$ cat src/sv/lupg_pkg.sv
// lupg_pkg: shared widths, codes and types for the lehmer uniform path generator
// no dependencies; compiled first, used by the channel interfaces and the top level
package lupg_pkg;

	localparam int MAX_DIMENSION = 64;
	localparam int ADDR_W        = $clog2(MAX_DIMENSION);
	localparam int LEN_W         = $clog2(MAX_DIMENSION + 1);
	localparam int GEN_W         = 31;
	localparam int MULT_W        = 15;
	localparam int COUNT_W       = 16;
	localparam int OPCODE_W      = 2;
	localparam int REG_IDX_W     = 2;
	localparam int CFG_DATA_W    = 31;
	localparam int PROD_W        = 2 * GEN_W;
	localparam int K_W           = COUNT_W + 1 + LEN_W;

	localparam logic [MULT_W-1:0] LCG_MULT = MULT_W'(16807);
	localparam logic [GEN_W-1:0]  LCG_MOD  = {GEN_W{1'b1}};

	typedef enum logic [OPCODE_W-1:0] {
		OP_DRAW    = 2'd0,
		OP_SKIP    = 2'd1,
		OP_RESTART = 2'd2
	} opcode_t;

	typedef enum logic [REG_IDX_W-1:0] {
		REG_START_SEED  = 2'd0,
		REG_PATH_LENGTH = 2'd1,
		REG_ANTITHETIC  = 2'd2
	} reg_index_t;

	typedef enum logic [3:0] {
		ST_IDLE,
		ST_FRESH_MUL,
		ST_FRESH_RED,
		ST_MIRROR_READ,
		ST_MIRROR_OUT,
		ST_JUMP_GEN_MUL,
		ST_JUMP_GEN_RED,
		ST_JUMP_BASE_MUL,
		ST_JUMP_BASE_RED
	} state_t;

endpackage

$ cat src/sv/lupg_req_if.sv
// lupg_req_if: request channel of the path generator (opcode and skip count)
// depends on lupg_pkg for field widths
interface lupg_req_if
	import lupg_pkg::*;
();
	logic                valid;
	logic                ready;
	logic [OPCODE_W-1:0] opcode;
	logic [COUNT_W-1:0]  path_count;

	modport source (output valid, output opcode, output path_count, input ready);
	modport sink   (input valid, input opcode, input path_count, output ready);
endinterface

$ cat src/sv/lupg_res_if.sv
// lupg_res_if: result channel of the path generator, one uniform per transfer
// depends on lupg_pkg for field widths
interface lupg_res_if
	import lupg_pkg::*;
();
	logic              valid;
	logic              ready;
	logic [GEN_W-1:0]  uniform_fraction;
	logic [ADDR_W-1:0] coordinate_index;
	logic              last_in_path;

	modport source (output valid, output uniform_fraction, output coordinate_index,
		output last_in_path, input ready);
	modport sink   (input valid, input uniform_fraction, input coordinate_index,
		input last_in_path, output ready);
endinterface

$ cat src/sv/lehmer_uniform_path_generator.sv
// lehmer_uniform_path_generator: park-miller generator with antithetic path mirroring
// depends on lupg_pkg, lupg_req_if and lupg_res_if
//
// usage:
//   req channel takes one request at a time: draw a path, skip path_count paths, or
//   restart from start_seed. res channel returns one uniform per transfer, Q0.31,
//   with its coordinate index and a last flag on the final uniform of the path.
//   configuration is written through write_enable / register_index / write_data;
//   the user must write it only while the block is idle, which the block does not
//   enforce. a write to path length or antithetic mode makes the next path fresh.
// steps:
//   a fresh path makes each uniform by the 31x15 multiply, then the mod 2^31-1
//   fold. a mirrored path makes each uniform by a mirror store read, then the
//   complement. a skip runs square-and-multiply over the bits of the number of
//   fresh steps to skip (skipped fresh paths times effective length) through the
//   same shared modular multiplier, over at most 22 bits; when it ends between a
//   fresh path and its mirror, it then draws that fresh path without output,
//   refilled into the store. restart reloads the generator from start_seed.
//   the next request is taken once the previous one ends.
// reset: generator value 1, fresh phase, registers at their defaults; the mirror
//   store holds nothing useful until a fresh path is drawn.
// stalls: the result register holds while res.ready is low and generation waits.
module lehmer_uniform_path_generator
	import lupg_pkg::*;
(
	input  logic                  clk,
	input  logic                  arst_n,
	input  logic                  write_enable,
	input  logic [REG_IDX_W-1:0]  register_index,
	input  logic [CFG_DATA_W-1:0] write_data,
	lupg_req_if.sink              req,
	lupg_res_if.source            res
);

	// configuration
	logic [GEN_W-1:0] seed_q;
	logic [LEN_W-1:0] plen_q;
	logic             anti_q;

	// control and datapath state
	state_t           state_q, state_d;
	logic [GEN_W-1:0] gen_q;
	logic [GEN_W-1:0] base_q;
	logic [K_W-1:0]   k_q;
	logic [LEN_W-1:0] idx_q;
	logic             emit_q;
	logic             fill_q;
	logic             mp_q;
	logic [PROD_W-1:0] prod_s1;
	logic [GEN_W-1:0] rd_s1;

	logic [GEN_W-1:0] store_mem [MAX_DIMENSION];

	logic             out_valid_q;
	logic [GEN_W-1:0] out_frac_q;
	logic [ADDR_W-1:0] out_idx_q;
	logic             out_last_q;

	// combinational
	logic [LEN_W-1:0] len;
	logic             is_last;
	logic             out_free;
	logic             req_take;
	logic             mirror_draw;
	logic [GEN_W-1:0] mul_a;
	logic [GEN_W-1:0] mul_b;
	logic [GEN_W:0]   fold_sum;
	logic [GEN_W-1:0] red;
	logic [COUNT_W:0] fresh_paths;
	logic             end_pending;
	logic [COUNT_W:0] jump_paths;
	logic [K_W-1:0]   jump_steps;
	logic [GEN_W-1:0] seed_fixed;
	logic             fresh_adv;
	logic             mirror_adv;
	logic [GEN_W-1:0] mirror_val;

	// effective length: zero acts as one, longer than the store acts as full
	always_comb begin
		if (plen_q == '0) begin
			len = LEN_W'(1);
		end else if (plen_q > LEN_W'(MAX_DIMENSION)) begin
			len = LEN_W'(MAX_DIMENSION);
		end else begin
			len = plen_q;
		end
	end

	assign is_last     = (idx_q + LEN_W'(1)) == len;
	assign out_free    = !out_valid_q || res.ready;
	assign req_take    = req.valid && req.ready;
	assign mirror_draw = anti_q && mp_q;
	assign mirror_val  = (~rd_s1) + GEN_W'(1);

	// 2^31 = 1 mod 2^31-1, so the product folds to high + low with one correction
	assign fold_sum = {1'b0, prod_s1[PROD_W-1:GEN_W]} + {1'b0, prod_s1[GEN_W-1:0]};
	assign red      = (fold_sum >= {1'b0, LCG_MOD}) ? GEN_W'(fold_sum - {1'b0, LCG_MOD})
		: fold_sum[GEN_W-1:0];

	// the fresh product is recomputed while the fold waits on a stalled result
	assign mul_a = (state_q == ST_JUMP_BASE_MUL) ? base_q : gen_q;
	assign mul_b = (state_q == ST_FRESH_MUL || state_q == ST_FRESH_RED) ? GEN_W'(LCG_MULT)
		: base_q;

	// skip bookkeeping in antithetic mode: count fresh paths, keep the last one if
	// the skip ends between a fresh path and its mirror
	assign fresh_paths = mp_q ? ({1'b0, req.path_count} >> 1)
		: (({1'b0, req.path_count} + (COUNT_W+1)'(1)) >> 1);
	assign end_pending = mp_q ^ req.path_count[0];
	always_comb begin
		if (!anti_q) begin
			jump_paths = {1'b0, req.path_count};
		end else if (end_pending) begin
			jump_paths = fresh_paths - (COUNT_W+1)'(1);
		end else begin
			jump_paths = fresh_paths;
		end
	end
	assign jump_steps = K_W'(jump_paths * len);

	assign seed_fixed = (seed_q == '0 || seed_q == LCG_MOD) ? GEN_W'(1) : seed_q;

	// next state
	always_comb begin
		state_d = state_q;
		unique case (state_q)
			ST_IDLE: begin
				if (req.valid) begin
					case (req.opcode)
						OP_DRAW: state_d = mirror_draw ? ST_MIRROR_READ : ST_FRESH_MUL;
						OP_SKIP: state_d = (req.path_count != '0) ? ST_JUMP_GEN_MUL : ST_IDLE;
						default: state_d = ST_IDLE;
					endcase
				end
			end
			ST_FRESH_MUL: state_d = ST_FRESH_RED;
			ST_FRESH_RED: begin
				if (out_free || !emit_q) begin
					state_d = is_last ? ST_IDLE : ST_FRESH_MUL;
				end
			end
			ST_MIRROR_READ: state_d = ST_MIRROR_OUT;
			ST_MIRROR_OUT: begin
				if (out_free) begin
					state_d = is_last ? ST_IDLE : ST_MIRROR_READ;
				end
			end
			ST_JUMP_GEN_MUL: begin
				if (k_q == '0) begin
					state_d = fill_q ? ST_FRESH_MUL : ST_IDLE;
				end else if (k_q[0]) begin
					state_d = ST_JUMP_GEN_RED;
				end else begin
					state_d = ST_JUMP_BASE_MUL;
				end
			end
			ST_JUMP_GEN_RED:  state_d = ST_JUMP_BASE_MUL;
			ST_JUMP_BASE_MUL: state_d = ST_JUMP_BASE_RED;
			ST_JUMP_BASE_RED: state_d = ST_JUMP_GEN_MUL;
			default:          state_d = ST_IDLE;
		endcase
	end

	// outputs of the sequencer
	always_comb begin
		req.ready  = 1'b0;
		fresh_adv  = 1'b0;
		mirror_adv = 1'b0;
		unique case (state_q)
			ST_IDLE:       req.ready  = 1'b1;
			ST_FRESH_RED:  fresh_adv  = out_free || !emit_q;
			ST_MIRROR_OUT: mirror_adv = out_free;
			default: begin
				req.ready = 1'b0;
			end
		endcase
	end

	// control registers
	always_ff @(posedge clk or negedge arst_n) begin
		if (!arst_n) begin
			state_q <= ST_IDLE;
			seed_q  <= GEN_W'(1);
			plen_q  <= LEN_W'(1);
			anti_q  <= 1'b0;
			gen_q   <= GEN_W'(1);
			base_q  <= GEN_W'(LCG_MULT);
			k_q     <= '0;
			idx_q   <= '0;
			emit_q  <= 1'b0;
			fill_q  <= 1'b0;
			mp_q    <= 1'b0;
		end else begin
			state_q <= state_d;

			if (write_enable) begin
				unique case (register_index)
					REG_START_SEED: seed_q <= write_data[GEN_W-1:0];
					REG_PATH_LENGTH: begin
						plen_q <= write_data[LEN_W-1:0];
						mp_q   <= 1'b0;
					end
					REG_ANTITHETIC: begin
						anti_q <= write_data[0];
						mp_q   <= 1'b0;
					end
					default: ;
				endcase
			end

			if (req_take) begin
				case (req.opcode)
					OP_DRAW: begin
						idx_q  <= '0;
						emit_q <= 1'b1;
						mp_q   <= anti_q && !mirror_draw;
					end
					OP_SKIP: begin
						if (req.path_count != '0) begin
							base_q <= GEN_W'(LCG_MULT);
							k_q    <= jump_steps;
							idx_q  <= '0;
							emit_q <= 1'b0;
							fill_q <= anti_q && end_pending;
							mp_q   <= anti_q && end_pending;
						end
					end
					OP_RESTART: begin
						gen_q <= seed_fixed;
						mp_q  <= 1'b0;
					end
					default: ;
				endcase
			end

			if (fresh_adv) begin
				gen_q <= red;
				idx_q <= idx_q + LEN_W'(1);
			end
			if (mirror_adv) begin
				idx_q <= idx_q + LEN_W'(1);
			end
			if (state_q == ST_JUMP_GEN_RED) begin
				gen_q <= red;
			end
			if (state_q == ST_JUMP_BASE_RED) begin
				base_q <= red;
				k_q    <= k_q >> 1;
			end
		end
	end

	// shared modular multiplier, product registered before the fold
	always_ff @(posedge clk) begin
		prod_s1 <= PROD_W'(mul_a) * PROD_W'(mul_b);
	end

	// mirror store: fresh values written as they are made, read into a register ahead of use
	always_ff @(posedge clk) begin
		if (fresh_adv) begin
			store_mem[idx_q[ADDR_W-1:0]] <= red;
		end
		rd_s1 <= store_mem[idx_q[ADDR_W-1:0]];
	end

	// result register
	always_ff @(posedge clk or negedge arst_n) begin
		if (!arst_n) begin
			out_valid_q <= 1'b0;
		end else if ((fresh_adv && emit_q) || mirror_adv) begin
			out_valid_q <= 1'b1;
		end else if (res.ready) begin
			out_valid_q <= 1'b0;
		end
	end

	always_ff @(posedge clk) begin
		if ((fresh_adv && emit_q) || mirror_adv) begin
			out_frac_q <= mirror_adv ? mirror_val : red;
			out_idx_q  <= idx_q[ADDR_W-1:0];
			out_last_q <= is_last;
		end
	end

	assign res.valid            = out_valid_q;
	assign res.uniform_fraction = out_frac_q;
	assign res.coordinate_index = out_idx_q;
	assign res.last_in_path     = out_last_q;

endmodule
$ cat src/flat_wrapper.sv
// flat-port wrapper written by rule: the top's interface ports become plain ports
module lehmer_uniform_path_generator_flat import lupg_pkg::*;
  (clk, arst_n, write_enable, register_index, write_data, req_valid, req_opcode, req_path_count, req_ready, res_valid, res_uniform_fraction, res_coordinate_index, res_last_in_path, res_ready);
  lupg_req_if req_i ();
  lupg_res_if res_i ();
  input  logic clk;
  input  logic arst_n;
  input  logic write_enable;
  input  logic [REG_IDX_W-1:0] register_index;
  input  logic [CFG_DATA_W-1:0] write_data;
  input wire logic [$bits(req_i.valid)-1:0] req_valid;
  input wire logic [$bits(req_i.opcode)-1:0] req_opcode;
  input wire logic [$bits(req_i.path_count)-1:0] req_path_count;
  output wire logic [$bits(req_i.ready)-1:0] req_ready;
  output wire logic [$bits(res_i.valid)-1:0] res_valid;
  output wire logic [$bits(res_i.uniform_fraction)-1:0] res_uniform_fraction;
  output wire logic [$bits(res_i.coordinate_index)-1:0] res_coordinate_index;
  output wire logic [$bits(res_i.last_in_path)-1:0] res_last_in_path;
  input wire logic [$bits(res_i.ready)-1:0] res_ready;
  assign req_i.valid = req_valid;
  assign req_i.opcode = req_opcode;
  assign req_i.path_count = req_path_count;
  assign req_ready = req_i.ready;
  assign res_valid = res_i.valid;
  assign res_uniform_fraction = res_i.uniform_fraction;
  assign res_coordinate_index = res_i.coordinate_index;
  assign res_last_in_path = res_i.last_in_path;
  assign res_i.ready = res_ready;
  lehmer_uniform_path_generator u_core (.clk(clk), .arst_n(arst_n), .write_enable(write_enable), .register_index(register_index), .write_data(write_data), .req(req_i), .res(res_i));
endmodule
$ cat config.mk
export PLATFORM = sky130hd
export DESIGN_NAME = lehmer_uniform_path_generator_flat
export DESIGN_NICKNAME = d
export VERILOG_FILES = /design/src/sv/lupg_pkg.sv /design/src/sv/lupg_req_if.sv /design/src/sv/lupg_res_if.sv /design/src/sv/lehmer_uniform_path_generator.sv /design/src/flat_wrapper.sv
export SDC_FILE = /design/constraint.sdc
export NUM_CORES = 2
export LEC_CHECK = 0
export ABC_AREA = 0
export BUFFER_PORTS_ARGS = -buffer_cell sky130_fd_sc_hd__buf_4
export CORE_MARGIN = 2
export CORE_UTILIZATION = 25
export DETAILED_ROUTE_END_ITERATION = 12
export GPL_TIMING_DRIVEN = 0
export HOLD_SLACK_MARGIN = 0.02
export SLEW_MARGIN = 0
export SYNTH_ARGS = -nofsm -noshare
export SYNTH_HDL_FRONTEND = slang
export SYNTH_SLANG_ARGS = --single-unit
$ cat constraint.sdc
create_clock -name clk -period 11.1 [get_ports clk]
set_input_delay 1.665 -clock clk [delete_from_list [all_inputs] [get_ports clk]]
set_output_delay 1.665 -clock clk [all_outputs]
set_load 0.005 [all_outputs]
==> results_tabular.tex <==
\begin{tabular}{lr}
\hline
Metric & Value \\
\hline
\multicolumn{2}{l}{\textbf{Clock network}} \\
\quad Number of H-tree levels & 4 \\
\quad Register clock-pin slew on the reported worst setup and hold paths & 0.07 ns \\
\quad Number of buffers inserted by hold repair at cts & 0 \\
\quad TritonCTS clock tree & done \\
\quad Number of buffers inserted during clock tree synthesis & 235 \\
\quad Clock root buffer master & clkbuf\_16 \\
\quad Skew-Pair Late Insertion Delay & 1.01 ns \\
\quad TritonCTS Sinks & 2255 \\
\quad Max Buffers Root-to-Sink & 4 \\
\multicolumn{2}{l}{\textbf{Finish}} \\
\quad Filler Cells Inserted & 47600 \\
\quad Combined area of the multi-input logic cells & 48100 um2 \\
\quad Signed area change from the synthesized netlist to the final layout & 17.2\% \\
\quad Layout Cell Area excl Fill & 139000 um2 \\
\quad Most used cells in the layout excluding fill and tap cells & 2022 x edfxtp\_1, 912 x fa\_1, 887 x inv\_1 \\
\quad Sequential standard cell area & 66100 um2 \\
\quad Fraction of final layout cells sized beyond drive strength 1 & 9.76\% \\
\quad Post-layout net count & 10900 \\
\quad Final instance count without filler cells & 16000 \\
\quad Most common cell after layout, fill and taps aside & edfxtp\_1 \\
\multicolumn{2}{l}{\textbf{Timing}} \\
\quad Count of endpoints failing setup in the final report & 0 \\
\quad Final worst setup slack & 0.289 ns \\
\quad Post-layout minimum cycle time & 10.81 ns \\
\quad Relative slew slack & -21.4\% \\
\quad Worst Max-Slew Pin Slew & 1.82 ns \\
\quad Setup repair after global routing missed its margin & true \\
\quad Hold WS & 0.454 ns \\
\quad Max Slew Vio Count & 399 \\
\quad Worst clock skew & 0.199 ns \\
\quad Final hold violation count & 0 \\
\quad Final period util & 97.4\% \\
\quad Maximum clock rate & 92.5 MHz \\
\multicolumn{2}{l}{\textbf{Floorplanning}} \\
\quad Die area & 480000 um2 \\
\quad Site Rows & 253 \\
\quad Die width & 693 um \\
\quad I/O pins & 96 \\
\quad Die Height & 693 um \\
\quad Starting Density & 25.1\% \\
\quad Placeable Area & 474000 um2 \\
\multicolumn{2}{l}{\textbf{Worst setup path}} \\
\quad Worst setup slack for register-to-register paths & 0.29 ns \\
\quad Arrival time worst endpoint & 11.59 ns \\
\quad CP max-delay cell & clkbuf\_1 \\
\quad Crit path capture type & flop \\
\quad Cell repeated most along the worst path & fa\_1 \\
\quad Reg-to-reg startpoint & u\_core.state\_q[1] \\
\quad Maximum net fanout on the critical path & 10 \\
\quad Category of the critical setup timing path & reg2reg \\
\quad FF-to-FF End & u\_core.prod\_s1[61] \\
\quad Startpoint type of the worst setup path & flop \\
\quad CP Data Required Time & 11.88 ns \\
\quad Depth of the worst register-to-register path & 31 \\
\quad Peak per-stage delay on the critical path & 0.85 ns \\
\multicolumn{2}{l}{\textbf{Yosys}} \\
\quad Net count of the mapped netlist & 10400 \\
\quad Synth Cell Area & 119000 um2 \\
\quad YS warnings & 0 \\
\quad Seq/Total Area, Yosys & 55.7\% \\
\quad FFs w/ async S/R, synth & 6.21\% \\
\quad Synthesized netlist cell count & 9094 \\
\quad EDFF count, synth & 2022 \\
\quad Mapped Avg Cell Area & 13.1 um2 \\
\quad Number of storage elements in the synthesis netlist & 2255 \\
\quad Most used flip-flop cell after synthesis & edfxtp\_1 \\
\quad Synth unique cells & 91 \\
\multicolumn{2}{l}{\textbf{GRT}} \\
\quad GRT Overall Usage & 21.2\% \\
\quad Number of antenna violations at the first check in global routing & 57 \\
\quad First-pass GRT wire length & 703000 um \\
\quad Global-route congestion overflow total & 0 \\
\quad Via count of the first global-routing pass & 82700 \\
\quad Pin count of the biggest net entering global routing & 94 \\
\multicolumn{2}{l}{\textbf{Outcome}} \\
\quad Status & complete, but fails checks \\
\quad Violated checks & capacitance limit, slew limit \\
\multicolumn{2}{l}{\textbf{Min path}} \\
\quad HP Start & u\_core.idx\_q[3] \\
\quad Worst hold path class & reg2reg \\
\quad Hold-critical path depth & 0 \\
\quad Hold-critical path endpoint & u\_core.res.coordinate\_index[3] \\
\multicolumn{2}{l}{\textbf{Route}} \\
\quad Antenna-violating nets left & 0 \\
\quad \# DRC & 0 \\
\quad Number of optimization iterations in the first detailed-route pass & 10 \\
\quad Aggregate routed wire length & 527000 um \\
\quad Vias & 87900 \\
\quad Vias per cell & 5.48 \\
\quad DRT iter0 DRCs & 15600 \\
\quad Wire length per cell after detailed routing & 32.9 um \\
\multicolumn{2}{l}{\textbf{Run}} \\
\quad Max capacitance violation total & 45 \\
\multicolumn{2}{l}{\textbf{Placed design}} \\
\quad DP Wirelength & 384000 um \\
\quad Post-Place Cells & 15600 \\
\quad Weighted congestion reported at the end of routability-driven placement & 0.992 \\
\quad Cell area after placement & 131000 um2 \\
\quad Count of buffers from port buffering & 89 \\
\quad Post-placement worst setup slack & -2.07 ns \\
\hline
\end{tabular}
==> Yosys cell counts (80+ instances only) <==
library cell  number  area (um2)
inv_1            916        3440
edfxtp_1        2022       60700
nand2_1          773        2900
a221oi_1         188        1650
a22oi_1          638        4790
a31oi_1          205        1280
o21ai_0          147         736
clkbuf_1         422        1580
nor4_1            82         513
dfxtp_1           93        1860
buf_1             80         300
nor2_1           761        2860
a21oi_1          212        1060
xnor2_1          117        1020
fa_1             912       18300
a22o_1           191        1670
ha_1             337        4220
dfrtp_1          130        3250
nand3_1          106         531
==> worst max path at each step <==
stage / from / to / slack (ns) / cells after the start
after floorplan: u_core.state_q[0] / u_core.prod_s1[61] / 1.41 / 33
after detailed placement: u_core.state_q[1] / u_core.prod_s1[60] / -2.07 / 37
final: u_core.state_q[1] / u_core.prod_s1[61] / 0.29 / 31
after global routing: u_core.state_q[1] / u_core.prod_s1[61] / -0.02 / 34
after CTS: u_core.state_q[0] / u_core.prod_s1[61] / 0.001 / 30
after global placement: u_core.state_q[0] / u_core.prod_s1[60] / -2.01 / 36
==> sequential cells by signal (all words and copies together), names as in the netlist, 4 cells and up <==
register / cells
u_core.store_mem: 1984
u_core.prod_s1: 62
u_core.base_q: 31
u_core.gen_q: 31
u_core.rd_s1: 31
u_core.res.uniform_fraction: 31
u_core.seed_q: 31
u_core.k_q: 24
u_core.idx_q: 7
u_core.plen_q: 7
u_core.res.coordinate_index: 6
u_core.state_q: 4
==> layout make-up <==
class                   instances  share of cell area (%)
plain buffers                 503                    1.51
clock inverters               124                   0.839
well taps                    6247                    5.62
multi-input cells            5410                    34.6
inverters                     918                    2.48
clock buffers                 294                    4.51
diodes                         37                  0.0665
flip-flops and latches       2255                    47.5
repair buffers                251                    2.87
==> through the flow <==
stage / utilization [%] / TNS [ns]
3_5_place_dp: 27.7 / -35.05
2_1_floorplan: - / 0
3_3_place_gp: 26.8 / -35.38
4_1_cts: 29.3 / 0
5_1_grt: 29.3 / -0.0191
6_report: 29.4 / 0
==> layer usage <==
layer	part of all wire (%)	track usage [%]	vias to the layer above
met5	0.071	0.260	-
met4	8.9	14.4	32
met2	42	31.0	7680
li1	-	-	33800
met1	34	25.4	44400
met3	15	8.64	1952
==> worst max-delay path, delay by kind of cell (launching register included) <==
kind            cells  cell delay, ns
fa+ha+maj           9            4.23
flops               1            0.52
xor+xnor            1            0.13
simple gates        5            0.86
compound gates     10            2.90
buf+inv             6            1.97
==> cell families after synthesis <==
kind of cell,synth area share [%]
simple gates,7.51
buf+inv,4.54
flops,55.7
mux,0.799
compound gates,11.2
fa+ha+maj,18.9
xor+xnor,1.32
==> timing repair <==
item | in CTS | in global routing
pin swaps | 0 | 0
gates resized for setup | 106 | 83
setup buffers | 3 | 1
gates cloned | 0 | 0
setup endpoints to repair | 38 | 11
Power is left out: the tool's default activity adds up to more than one toggle a clock period on the data nets, which glitch-free logic cannot reach.
